$ cat config.mk
export PLATFORM = sky130hd
export DESIGN_NAME = capture_period_duty_meter_top
export DESIGN_NICKNAME = d
export VERILOG_FILES = /design/src/rtl/cpdm_pkg.sv /design/src/rtl/cpdm_div.sv /design/src/rtl/cpdm_datapath.sv /design/src/rtl/cpdm_ctrl.sv /design/src/rtl/capture_period_duty_meter_top.sv
export SDC_FILE = /design/constraint.sdc
export NUM_CORES = 1
export LEC_CHECK = 0
export BUFFER_PORTS_ARGS = -buffer_cell sky130_fd_sc_hd__buf_2
export CELL_PAD_IN_SITES_DETAIL_PLACEMENT = 0
export CELL_PAD_IN_SITES_GLOBAL_PLACEMENT = 1
export CORE_ASPECT_RATIO = 0.75
export CORE_MARGIN = 2
export CORE_UTILIZATION = 35
export CTS_BUF_LIST = sky130_fd_sc_hd__clkbuf_4 sky130_fd_sc_hd__clkbuf_8
export DETAILED_ROUTE_END_ITERATION = 7
export GPL_TIMING_DRIVEN = 0
export PLACE_DENSITY_LB_ADDON = 0.1
export SLEW_MARGIN = 20
export SYNTH_ARGS = -nofsm -noshare
export SYNTH_HDL_FRONTEND = slang
export SYNTH_SLANG_ARGS = --single-unit
$ cat constraint.sdc
create_clock -name clk -period 5.3 [get_ports clk]
set_input_delay 0 -clock clk [delete_from_list [all_inputs] [get_ports clk]]
set_output_delay 0 -clock clk [all_outputs]
set_load 0.05 [all_outputs]
$ cat src/rtl/cpdm_pkg.sv
package cpdm_pkg;

    localparam int CNT_W     = 16;
    localparam int CLK_W     = 27;
    localparam int FREQ_W    = 35;
    localparam int DUTY_W    = 14;
    localparam int FRAC_BITS = 8;
    localparam int DIV_W     = FREQ_W;
    localparam int DIV_CNT_W = $clog2(DIV_W + 1);
    localparam int PROD_W    = CNT_W + DUTY_W;
    localparam int CFG_IDX_W = 2;

    localparam logic [DUTY_W-1:0] DUTY_SCALE = DUTY_W'(10000);

    localparam logic [CNT_W-1:0] LOAD_RESET  = CNT_W'(65535);
    localparam logic [CLK_W-1:0] CLOCK_RESET = CLK_W'(32000000);

    localparam logic [2:0] ACT_EDGE     = 3'd0;
    localparam logic [2:0] ACT_COMBINED = 3'd1;
    localparam logic [2:0] ACT_UNDERFLOW = 3'd2;
    localparam logic [2:0] ACT_READ     = 3'd3;
    localparam logic [2:0] ACT_START    = 3'd4;
    localparam logic [2:0] ACT_STOP     = 3'd5;

    localparam logic [CFG_IDX_W-1:0] REG_LOAD  = 2'd0;
    localparam logic [CFG_IDX_W-1:0] REG_CLOCK = 2'd1;
    localparam logic [CFG_IDX_W-1:0] REG_MODE  = 2'd2;

    localparam logic MODE_EDGE     = 1'b0;
    localparam logic MODE_COMBINED = 1'b1;

    localparam logic STATUS_OK      = 1'b0;
    localparam logic STATUS_NO_DATA = 1'b1;

    typedef struct packed {
        logic [2:0]       action;
        logic [CNT_W-1:0] edge_count;
        logic [CNT_W-1:0] period_count;
        logic [CNT_W-1:0] high_count;
    } in_req_t;

    typedef struct packed {
        logic              status;
        logic [CNT_W-1:0]  period_len;
        logic [CNT_W-1:0]  high_len;
        logic [FREQ_W-1:0] frequency_q8;
        logic [DUTY_W-1:0] duty_hundredths;
    } out_res_t;

    typedef struct packed {
        logic apply;
        logic prep;
        logic div_start;
        logic load_out;
    } cmd_t;

    typedef struct packed {
        logic is_read;
        logic div_done;
    } sts_t;

endpackage

$ cat src/rtl/cpdm_div.sv
module cpdm_div
    import cpdm_pkg::*;
(
    input  logic             clk,
    input  logic             rst_n,
    input  logic             start,
    input  logic [DIV_W-1:0] dividend,
    input  logic [CNT_W-1:0] divisor,
    output logic             done,
    output logic [DIV_W-1:0] quotient
);

    logic                 busy_reg, busy_next;
    logic                 done_reg, done_next;
    logic [DIV_CNT_W-1:0] cnt_reg, cnt_next;
    logic [DIV_W-1:0]     quo_reg, quo_next;
    logic [CNT_W:0]       rem_reg, rem_next;
    logic [CNT_W-1:0]     dvs_reg, dvs_next;
    logic [CNT_W:0]       shifted;
    logic                 fits;

    // one restoring step: shift in the next dividend bit, subtract when it fits
    assign shifted = {rem_reg[CNT_W-1:0], quo_reg[DIV_W-1]};
    assign fits    = (shifted >= {1'b0, dvs_reg});

    always_comb
    begin
        busy_next = busy_reg;
        done_next = 1'b0;
        cnt_next  = cnt_reg;
        quo_next  = quo_reg;
        rem_next  = rem_reg;
        dvs_next  = dvs_reg;
        if (start)
        begin
            busy_next = 1'b1;
            cnt_next  = DIV_CNT_W'(DIV_W);
            quo_next  = dividend;
            rem_next  = '0;
            dvs_next  = divisor;
        end
        else if (busy_reg)
        begin
            quo_next = {quo_reg[DIV_W-2:0], fits};
            rem_next = fits ? (shifted - {1'b0, dvs_reg}) : shifted;
            cnt_next = cnt_reg - 1'b1;
            if (cnt_reg == DIV_CNT_W'(1))
            begin
                busy_next = 1'b0;
                done_next = 1'b1;
            end
        end
    end

    always_ff @(posedge clk or negedge rst_n)
    begin
        if (!rst_n)
        begin
            busy_reg <= 1'b0;
            done_reg <= 1'b0;
            cnt_reg  <= '0;
        end
        else
        begin
            busy_reg <= busy_next;
            done_reg <= done_next;
            cnt_reg  <= cnt_next;
        end
    end

    always_ff @(posedge clk)
    begin
        quo_reg <= quo_next;
        rem_reg <= rem_next;
        dvs_reg <= dvs_next;
    end

    assign done     = done_reg;
    assign quotient = quo_reg;

endmodule

$ cat src/rtl/cpdm_datapath.sv
module cpdm_datapath
    import cpdm_pkg::*;
(
    input  logic                 clk,
    input  logic                 rst_n,
    input  cmd_t                 cmd,
    output sts_t                 sts,
    input  in_req_t              in_data,
    input  logic                 cfg_we,
    input  logic [CFG_IDX_W-1:0] cfg_index,
    input  logic [CLK_W-1:0]     cfg_data,
    output out_res_t             out_data
);

    logic [CNT_W-1:0]  load_reg, load_next;
    logic [CLK_W-1:0]  clk_hz_reg, clk_hz_next;
    logic              mode_reg, mode_next;

    logic [CNT_W-1:0]  period_reg, period_next;
    logic [CNT_W-1:0]  high_reg, high_next;
    logic              valid_reg, valid_next;
    logic              synced_reg, synced_next;
    logic [CNT_W-1:0]  prev_edge_reg, prev_edge_next;
    logic              edge_seen_reg, edge_seen_next;

    logic              nodata_reg;
    logic [PROD_W-1:0] prod_reg;
    out_res_t          out_reg;

    logic [CNT_W-1:0]  edge_diff;
    logic [CNT_W-1:0]  comb_period;
    logic [CNT_W-1:0]  comb_high;
    logic              freq_done;
    logic              duty_done;
    logic [DIV_W-1:0]  freq_quo;
    logic [DIV_W-1:0]  duty_quo;

    // edge difference wraps modulo load+1
    assign edge_diff = prev_edge_reg - in_data.edge_count
                     + ((prev_edge_reg < in_data.edge_count) ? (load_reg + 1'b1) : '0);
    assign comb_period = load_reg - in_data.period_count;
    assign comb_high   = load_reg - in_data.high_count;

    always_comb
    begin
        load_next      = load_reg;
        clk_hz_next    = clk_hz_reg;
        mode_next      = mode_reg;
        period_next    = period_reg;
        high_next      = high_reg;
        valid_next     = valid_reg;
        synced_next    = synced_reg;
        prev_edge_next = prev_edge_reg;
        edge_seen_next = edge_seen_reg;

        if (cfg_we)
        begin
            case (cfg_index)
                REG_LOAD:  load_next   = cfg_data[CNT_W-1:0];
                REG_CLOCK: clk_hz_next = cfg_data;
                REG_MODE:  mode_next   = cfg_data[0];
                default:   ;
            endcase
        end

        if (cmd.apply)
        begin
            case (in_data.action)
                ACT_EDGE:
                begin
                    if (mode_reg == MODE_EDGE)
                    begin
                        if (edge_seen_reg && (edge_diff != '0))
                        begin
                            period_next = edge_diff;
                            high_next   = '0;
                            valid_next  = 1'b1;
                        end
                        prev_edge_next = in_data.edge_count;
                        edge_seen_next = 1'b1;
                    end
                end
                ACT_COMBINED:
                begin
                    if (mode_reg == MODE_COMBINED)
                    begin
                        if (synced_reg)
                        begin
                            period_next = comb_period;
                            high_next   = comb_high;
                            valid_next  = (comb_period != '0) && (comb_high <= comb_period);
                        end
                        else
                        begin
                            synced_next = 1'b1;
                        end
                    end
                end
                ACT_UNDERFLOW:
                begin
                    if (mode_reg == MODE_COMBINED)
                    begin
                        valid_next  = 1'b0;
                        synced_next = 1'b0;
                    end
                end
                ACT_START:
                begin
                    valid_next     = 1'b0;
                    synced_next    = 1'b0;
                    prev_edge_next = '0;
                    edge_seen_next = 1'b0;
                end
                ACT_STOP:  valid_next = 1'b0;
                default:   ;
            endcase
        end
    end

    always_ff @(posedge clk or negedge rst_n)
    begin
        if (!rst_n)
        begin
            load_reg      <= LOAD_RESET;
            clk_hz_reg    <= CLOCK_RESET;
            mode_reg      <= MODE_EDGE;
            period_reg    <= '0;
            high_reg      <= '0;
            valid_reg     <= 1'b0;
            synced_reg    <= 1'b0;
            prev_edge_reg <= '0;
            edge_seen_reg <= 1'b0;
        end
        else
        begin
            load_reg      <= load_next;
            clk_hz_reg    <= clk_hz_next;
            mode_reg      <= mode_next;
            period_reg    <= period_next;
            high_reg      <= high_next;
            valid_reg     <= valid_next;
            synced_reg    <= synced_next;
            prev_edge_reg <= prev_edge_next;
            edge_seen_reg <= edge_seen_next;
        end
    end

    // read operands: duty numerator and the no-data verdict
    always_ff @(posedge clk)
    begin
        if (cmd.prep)
        begin
            prod_reg   <= PROD_W'(high_reg) * PROD_W'(DUTY_SCALE);
            nodata_reg <= !(valid_reg && (period_reg != '0) && (high_reg <= period_reg));
        end
        if (cmd.load_out)
        begin
            if (nodata_reg)
            begin
                out_reg.status          <= STATUS_NO_DATA;
                out_reg.period_len      <= '0;
                out_reg.high_len        <= '0;
                out_reg.frequency_q8    <= '0;
                out_reg.duty_hundredths <= '0;
            end
            else
            begin
                out_reg.status          <= STATUS_OK;
                out_reg.period_len      <= period_reg;
                out_reg.high_len        <= high_reg;
                out_reg.frequency_q8    <= freq_quo[FREQ_W-1:0];
                out_reg.duty_hundredths <= duty_quo[DUTY_W-1:0];
            end
        end
    end

    cpdm_div u_freq_div (
        .clk      (clk),
        .rst_n    (rst_n),
        .start    (cmd.div_start),
        .dividend ({clk_hz_reg, {FRAC_BITS{1'b0}}}),
        .divisor  (period_reg),
        .done     (freq_done),
        .quotient (freq_quo)
    );

    cpdm_div u_duty_div (
        .clk      (clk),
        .rst_n    (rst_n),
        .start    (cmd.div_start),
        .dividend (DIV_W'(prod_reg)),
        .divisor  (period_reg),
        .done     (duty_done),
        .quotient (duty_quo)
    );

    assign sts.is_read  = (in_data.action == ACT_READ);
    assign sts.div_done = freq_done && duty_done;
    assign out_data     = out_reg;

endmodule

$ cat src/rtl/cpdm_ctrl.sv
module cpdm_ctrl
    import cpdm_pkg::*;
(
    input  logic clk,
    input  logic rst_n,
    input  logic in_valid,
    output logic in_stall,
    output logic out_valid,
    input  logic out_stall,
    input  sts_t sts,
    output cmd_t cmd
);

    typedef enum logic [2:0] {
        ST_IDLE,
        ST_PREP,
        ST_START,
        ST_DIV,
        ST_LOAD
    } state_t;

    state_t state_reg, state_next;
    logic   out_valid_reg, out_valid_next;
    logic   out_free;

    assign out_free = !out_valid_reg || !out_stall;

    always_comb
    begin
        state_next    = state_reg;
        cmd           = '0;
        case (state_reg)
            ST_IDLE:
            begin
                if (in_valid)
                begin
                    cmd.apply = 1'b1;
                    if (sts.is_read)
                    begin
                        state_next = ST_PREP;
                    end
                end
            end
            ST_PREP:
            begin
                cmd.prep   = 1'b1;
                state_next = ST_START;
            end
            ST_START:
            begin
                cmd.div_start = 1'b1;
                state_next    = ST_DIV;
            end
            ST_DIV:
            begin
                if (sts.div_done)
                begin
                    state_next = ST_LOAD;
                end
            end
            ST_LOAD:
            begin
                if (out_free)
                begin
                    cmd.load_out = 1'b1;
                    state_next   = ST_IDLE;
                end
            end
            default: state_next = ST_IDLE;
        endcase
        out_valid_next = (out_valid_reg && out_stall) || cmd.load_out;
    end

    always_ff @(posedge clk or negedge rst_n)
    begin
        if (!rst_n)
        begin
            state_reg     <= ST_IDLE;
            out_valid_reg <= 1'b0;
        end
        else
        begin
            state_reg     <= state_next;
            out_valid_reg <= out_valid_next;
        end
    end

    assign in_stall  = (state_reg != ST_IDLE);
    assign out_valid = out_valid_reg;

endmodule

$ cat src/rtl/capture_period_duty_meter_top.sv
// Channel   Direction  Handshake            Contents
// in        request    in_valid / in_stall  action and captured counter values
// out       result     out_valid/out_stall  status, period, high, frequency, duty
// cfg       write      cfg_valid/cfg_ready  register index and write data
//
// Captures, underflow, start and stop give no result and leave the input free.
// A read goes through prep, divider start, division and output load; the
// division runs on the two 35-step restoring dividers side by side.
// Reset clears all measurement state and loads the register defaults.
// A pending result waits in its register while new requests are taken; a
// read that finishes while the result is still stalled holds until it drains.
module capture_period_duty_meter_top
    import cpdm_pkg::*;
(
    input  logic                 clk,
    input  logic                 rst_n,
    input  logic                 in_valid,
    output logic                 in_stall,
    input  in_req_t              in_data,
    output logic                 out_valid,
    input  logic                 out_stall,
    output out_res_t             out_data,
    input  logic                 cfg_valid,
    output logic                 cfg_ready,
    input  logic [CFG_IDX_W-1:0] cfg_index,
    input  logic [CLK_W-1:0]     cfg_data
);

    cmd_t cmd;
    sts_t sts;

    // registers always writable; user must write only when idle, not enforced
    assign cfg_ready = 1'b1;

    cpdm_ctrl u_ctrl (
        .clk       (clk),
        .rst_n     (rst_n),
        .in_valid  (in_valid),
        .in_stall  (in_stall),
        .out_valid (out_valid),
        .out_stall (out_stall),
        .sts       (sts),
        .cmd       (cmd)
    );

    cpdm_datapath u_dp (
        .clk       (clk),
        .rst_n     (rst_n),
        .cmd       (cmd),
        .sts       (sts),
        .in_data   (in_data),
        .cfg_we    (cfg_valid && cfg_ready),
        .cfg_index (cfg_index),
        .cfg_data  (cfg_data),
        .out_data  (out_data)
    );

    // a read request must hold off the input side on the next cycle
    assert property (@(posedge clk) disable iff (!rst_n)
        (in_valid && !in_stall && (in_data.action == ACT_READ)) |=> in_stall)
        else $error("read accepted without holding input");

    // never overwrite a result that is still stalled
    assert property (@(posedge clk) disable iff (!rst_n)
        cmd.load_out |-> !(out_valid && out_stall))
        else $error("result overwritten while stalled");

    // division completes only while a read is in progress
    assert property (@(posedge clk) disable iff (!rst_n)
        sts.div_done |-> in_stall)
        else $error("divider finished outside a read");

endmodule

* Word level (Yosys, flattened, before mapping)
Cells that the tools add are included.
** Cells by class
- Mux-type cells :: 57
- Reductions and logical operators :: 33
- Magnitude comparators :: 5
- $mul :: 1
- Add/sub/neg operators :: 9
- Equality and inequality tests :: 22
** Operators with widths (count)
- $mux W16 :: 12
- $pmux W16 S2 :: 3
- $mux W82 :: 1
- $sub A16 B16 Y16 :: 5
- $mux W35 :: 2
- $mux W30 :: 2
- $reduce_bool A16 Y1 :: 3
- $ge A17 B16 Y1 :: 2
- $le A16 B16 Y1 :: 2
- $mul A16 B10 Y26 const B :: 1
- $mux W1 :: 25
- $mux W6 :: 4
- $add A16 B1 Y16 const B :: 1
- $add A16 B16 Y16 :: 1
- $lt A16 B16 Y1 :: 1
- $pmux W3 S5 :: 1
- $eq A3 B2 Y1 const B :: 4
- $eq A6 B1 Y1 const B :: 2
- $mux W3 :: 4
- $sub A6 B1 Y6 const B :: 2
- $ne A2 B1 Y1 const B :: 5
- $eq A3 B3 Y1 const B :: 3
- $ne A2 B2 Y1 const B :: 4
- $reduce_and A4 Y1 :: 2
- other kinds (19) :: 35
** Storage, ports and cells
- Word-level logic and storage cells :: 159
- Output and inout port bits :: 85
- Input port bits :: 85
- Flip-flop bits (word level) :: 342

* Depth between registers and ports, before layout
- Word-level depth :: 8
- Mapped depth :: 25
- Gate-level depth less buffers :: 21

* Modules after synthesis
From an unflattened synthesis, not the netlist that was laid out.
** Unflattened totals
- Cell total of the unflattened synthesis :: 2103
- Area, all modules :: 22779.3 um2
** Modules (own cells, without submodules)
- cpdm_datapath :: seq. area each 5679.2 um2, cells each 1374, area an instance 14421.3 um2, instances 1
- cpdm_div at u_dp.u_duty_div :: seq. area each 2052.0 um2, cells each 354, area an instance 4088.9 um2, instances 1
- cpdm_div at u_dp.u_freq_div :: seq. area each 2052.0 um2, cells each 352, area an instance 4050.1 um2, instances 1
- cpdm_ctrl :: seq. area each 100.1 um2, cells each 21, area an instance 207.7 um2, instances 1
- capture_period_duty_meter_top :: seq. area each 0.0 um2, cells each 2, area an instance 11.3 um2, instances 1

* Worst setup path after synthesis
OpenSTA, ideal clock, no wires.
- Path kind :: flip-flop to flip-flop
- From :: reg u_ctrl.out_valid_reg, in the netlist u_ctrl.out_valid
- To :: reg u_dp.out_reg (netlist bit u_dp.out_data[0]), enable pin
- Period minus slack after synthesis :: 5.192 ns
- Buffers on the path :: 0
- Library setup time :: 0.550 ns
- Data arrival time :: 4.642 ns
- Data required time :: 4.750 ns
- Path slack :: 0.108 ns
- Stages on the path, launching flop included :: 2
- Cell sequence :: dfrtp_1 a21oi_1
** RTL lines
- from (decl) :: RTL line cpdm_ctrl.sv:23 : logic out_valid_reg, out_valid_next;
- from (signal assigned) :: RTL line cpdm_ctrl.sv:84 : out_valid_reg <= out_valid_next;
- to (decl) :: RTL line cpdm_datapath.sv:28 : out_res_t out_reg;

* Worst setup path after layout
- From :: reg u_dp.prev_edge_reg[14]
- To :: reg u_dp.period_reg[9]
** On the way
- Cells in the longest elaborated chain, start to end :: 7
- Elaborated cells between the ends (all ways) :: 11
- Classes of those cells :: 2 x add/sub; 1 x order compare; 1 x eq/ne; 4 x mux; 3 x reduce/logical
** RTL lines
- from (decl) :: RTL line cpdm_datapath.sv:23 : logic [CNT_W-1:0] prev_edge_reg, prev_edge_next;
- from (signal assigned) :: RTL line cpdm_datapath.sv:143 : prev_edge_reg <= prev_edge_next;
- $lt A16 B16 Y1 :: RTL line cpdm_datapath.sv:40 : + ((prev_edge_reg < in_data.edge_count) ? (load_reg + 1'b1) : '0);
- $mux W16 :: RTL line cpdm_datapath.sv:40
- $add A16 B16 Y16 * :: RTL line cpdm_datapath.sv:40
- $reduce_bool A16 Y1 :: RTL line cpdm_datapath.sv:73 : if (edge_seen_reg && (edge_diff != '0))
- $logic_and A1 B1 Y1 :: RTL line cpdm_datapath.sv:73
- $ne A2 B1 Y1 (no line)
- $reduce_and A6 Y1 (no line)
- to (signal assigned) :: RTL line cpdm_datapath.sv:139 : period_reg <= period_next;
- to (decl) :: RTL line cpdm_datapath.sv:19 : logic [CNT_W-1:0] period_reg, period_next;
Mark *: on every way between the ends. The rest lies on a longest branch, timed or not. The select of a mux whose other input is x is not followed.
A chain may end at the register's enable or synchronous reset.

==> run_results.csv <==
group,metric,value,unit
status,status,"finished clean",
global_route,grt_pass1_vias,15920,
placement,dpl.hpwl,47700,µm
placement,io_buffers,168,
global_route,grt_start_max_net_pins,70,
synth,synth_top_area_share,25.55,%
cells_and_area,drive_gt1_share,17.42,%
critical_path,cp_top_family,"compound AO/OA/AOI/OAI gates",
timing,fmax,189.1,MHz
synth,async_flop_share,33.63,%
timing,setup_viol,0,
synth,seq_area_frac_synth,43.34,%
timing,setup_tns,0,ps
synth,syn_avg_cell_area,10.02,µm²
synth,synth_cell_type_count,77,
timing,layout_min_cycle_time,5288,ps
timing,slew_headroom,32.45,%
clocking,insertion_delay,680,ps
detailed_routing,postRouteAntennaNets,0,
synth,ys_top_cells_by_area,"edfxtp_1 26%, ha_1 12%, dfrtp_1 11%",
clocking,cts.sinks,342,
floorplan,num_io_pins,170,
detailed_routing,vias_per_cell,4.927,
clocking,clockBufferDepth,3,
clocking,clk_pin_slew,60,ps
critical_path,cp.required,5830,ps
clocking,cts_tree,"done",
timing,hold_ws,38.55,ps
synth,syn_inst,2135,
cells_and_area,largest_reg_flops,82,
synth,synth_fp_nets,2473,
pwr,peakVddDrop,0.2389,mV
detailed_routing,drt_pre_antenna_iters,5,
pwr,leakagePower,11.83,nW
critical_path,critPathSlowestCell,"fa_1",
detailed_routing,wl_per_cell,18.85,µm
floorplan,dieArea,0.06314,mm²
detailed_routing,num_vias,16310,
clocking,numCtsBuffers,57,
synth,synth_common_cells,"282 x nand2_1, 244 x inv_1, 199 x ha_1",
critical_path,crit_chain,"ha_1 -> and3_4 -> a221o_1 -> a21oi_2 -> o21a_2 -> nand2_2 -> fa_1 -> inv_2 -> fa_2 -> a21o_4 -> a221oi_4 -> nand4b_1 -> nor3b_2 -> a311o_1 -> nor4_4 -> and4_4 -> a211oi_4 -> or2_1 -> buf_6 -> clkbuf_16 -> mux2i_1",
global_route,track_usage,19.67,%
cells_and_area,area_delta_synth_final,21.30,%
clocking,cts-root-buf,"clkbuf_8",
detailed_routing,routed_wl,62410,µm
synth,synth_area,0.02139,mm²
pwr,power_density,431.2,mW/mm²
floorplan,rows,78,
synth,synth-edff-count,182,
run,cap_viol_max_count,0,
critical_path,crit_fanout,7,
floorplan,initial_core_util,35.41,%
floorplan,die_y,218.1,µm
global_route,antenna_found_initial,0,
min_path,hp-class,"in2reg",
timing,rsz0062_at_grt,"true",
synth,synthFlopType,"edfxtp_1",
timing,skew,51.09,ps
timing,finalCritPeriodShare,99.77,%
critical_path,crit_path_start_kind,"register",
detailed_routing,drc,0,
floorplan,die_w,289.5,µm
critical_path,endpoint_kind,"register",
synth,yosysTopAreaCell,"edfxtp_1",
cells_and_area,nets,2799,
synth,yosys_warnings,0,
global_route,grt_pass1_wl,94120,µm
detailed_routing,drt-initial-drc-count,953,
cells_and_area,final_util,42.96,%
synth,synth_seq_cells,342,
critical_path,arrival,5820,ps
global_route,grt-ovfl-total,0,
placement,gp_congestion,0.8699,
critical_path,critPathBufInv,3,
timing,report.final.slew_viol_count,0,
cells_and_area,nFillCells,5965,
timing,hold_viol_final,0,
critical_path,critical_path.max_stage_delay,490,ps
clocking,h-tree-depth,2,
critical_path,setup.worst_path.class,"reg2reg",
floorplan,fp.coreArea,0.06041,mm²
synth,synth.most_common_cell,"nand2_1",
timing,worst_pin_slew,1013,ps
==> stage by stage <==
stage	instance area (µm²)	setup WS, ps	std cells	power (mW)
after detailed placement	23430	-754.6	3109	8.335
final	25950	12.22	3310	11.19
after global routing	25950	-178.4	3309	12.00
after global placement	23240	-2295	3103	8.280
after CTS	25740	-83.80	3303	11.20
after floorplan	21390	108.0	2135	7.094
==> layer usage <==
layer	vias to the layer above	routed length, µm	GRT usage [%]
li1	8046	-	-
met1	7863	31780	29.89
met2	317	26810	29.32
met3	81	2658	2.474
met4	0	1159	5.017
met5	-	0	0
==> worst register-to-register path, delay by kind of cell, from the launching register on <==
family	cells	cell delay, ps
compound gates	7	1740
fa+ha+maj	3	1200
buf+inv	3	370
mux	1	110
flops	1	390
simple gates	7	1360
==> timing repair <==
item / 4_1_cts / 5_1_grt
setup buffers: 17 / 5
endpoints found under the setup margin: 35 / 36
endpoints found under the hold margin: 228 / 0
resized for setup: 37 / 32
cloned: 0 / 1
hold buffers: 72 / 0
pin swaps: 15 / 4
==> cell type report <==
type                       instances  area (µm²)  share of cell area, %
multi-input combinational       1482       11240                  43.33
clock inverter                    15       156.4                 0.6027
sequential                       342        9286                  35.78
buffer                            64       284.0                  1.094
tap                              800        1001                  3.857
timing repair buffer             269        1941                  7.478
antenna                            1       2.502               0.009643
clock buffer                      92        1116                  4.301
inverter                         245       919.6                  3.544
==> cell families (layout without fill, tap and decap cells) <==
kind of cell / count (synthesis) / after routing / synth area share (%)
adder cells (fa/ha/maj): 253 / 253 / 16.69
flip-flops: 342 / 342 / 43.34
AO/OA/AOI/OAI: 349 / 349 / 10.55
other: 1 / 2 / 0.01753
AND/OR/NAND/NOR: 675 / 675 / 14.61
XOR/XNOR: 107 / 107 / 4.380
buffers and inverters: 311 / 685 / 5.591
multiplexers: 97 / 97 / 4.819
==> power breakdown <==
group	switching, mW	internal, mW
Sequential	0.416	3.56
Combinational	2.64	1.99
Clock	1.14	1.44
Total	4.20	6.99
==> cells in the final DEF, fill, tap and decap left out, drive strengths merged, types with 16 or more instances in the layout <==
master / n
nand2: 282
xnor2: 70
o21ai: 84
nor2b: 69
clkbuf: 143
nor3: 31
inv: 246
dfstp: 23
a21oi: 89
dfrtp: 92
edfxtp: 182
a211oi: 16
xor2: 37
o31ai: 28
mux2i: 52
nand2b: 16
fa: 54
nand3: 61
nor2: 133
nand4: 19
mux2: 45
ha: 199
a21o: 36
dlygate4sd3: 71
buf: 211
dfxtp: 45
o21a: 18
==> worst paths after layout <==
| kind | startpoint | end | slack (ps) | depth (start not counted) |
|---|---|---|---|---|
| setup / recovery | u_dp.prev_edge_reg[14] | u_dp.period_reg[9] | 10 | 21 |
| hold / removal | in_data[14] | u_dp.high_reg[14] | 40 | 6 |
| setup reg to reg | u_dp.prev_edge_reg[14] | u_dp.period_reg[9] | 10 | 21 |
| hold reg to reg | u_dp.period_reg[3] | u_dp.u_freq_div.dvs_reg[3] | 450 | 0 |
| max in group asynchronous | rst_n | u_dp.high_reg[5] | 4360 | 4 |
| min in group asynchronous | rst_n | u_dp.clk_hz_reg[21] | 490 | 3 |
Note: power is estimated with default switching activity, not from simulation.
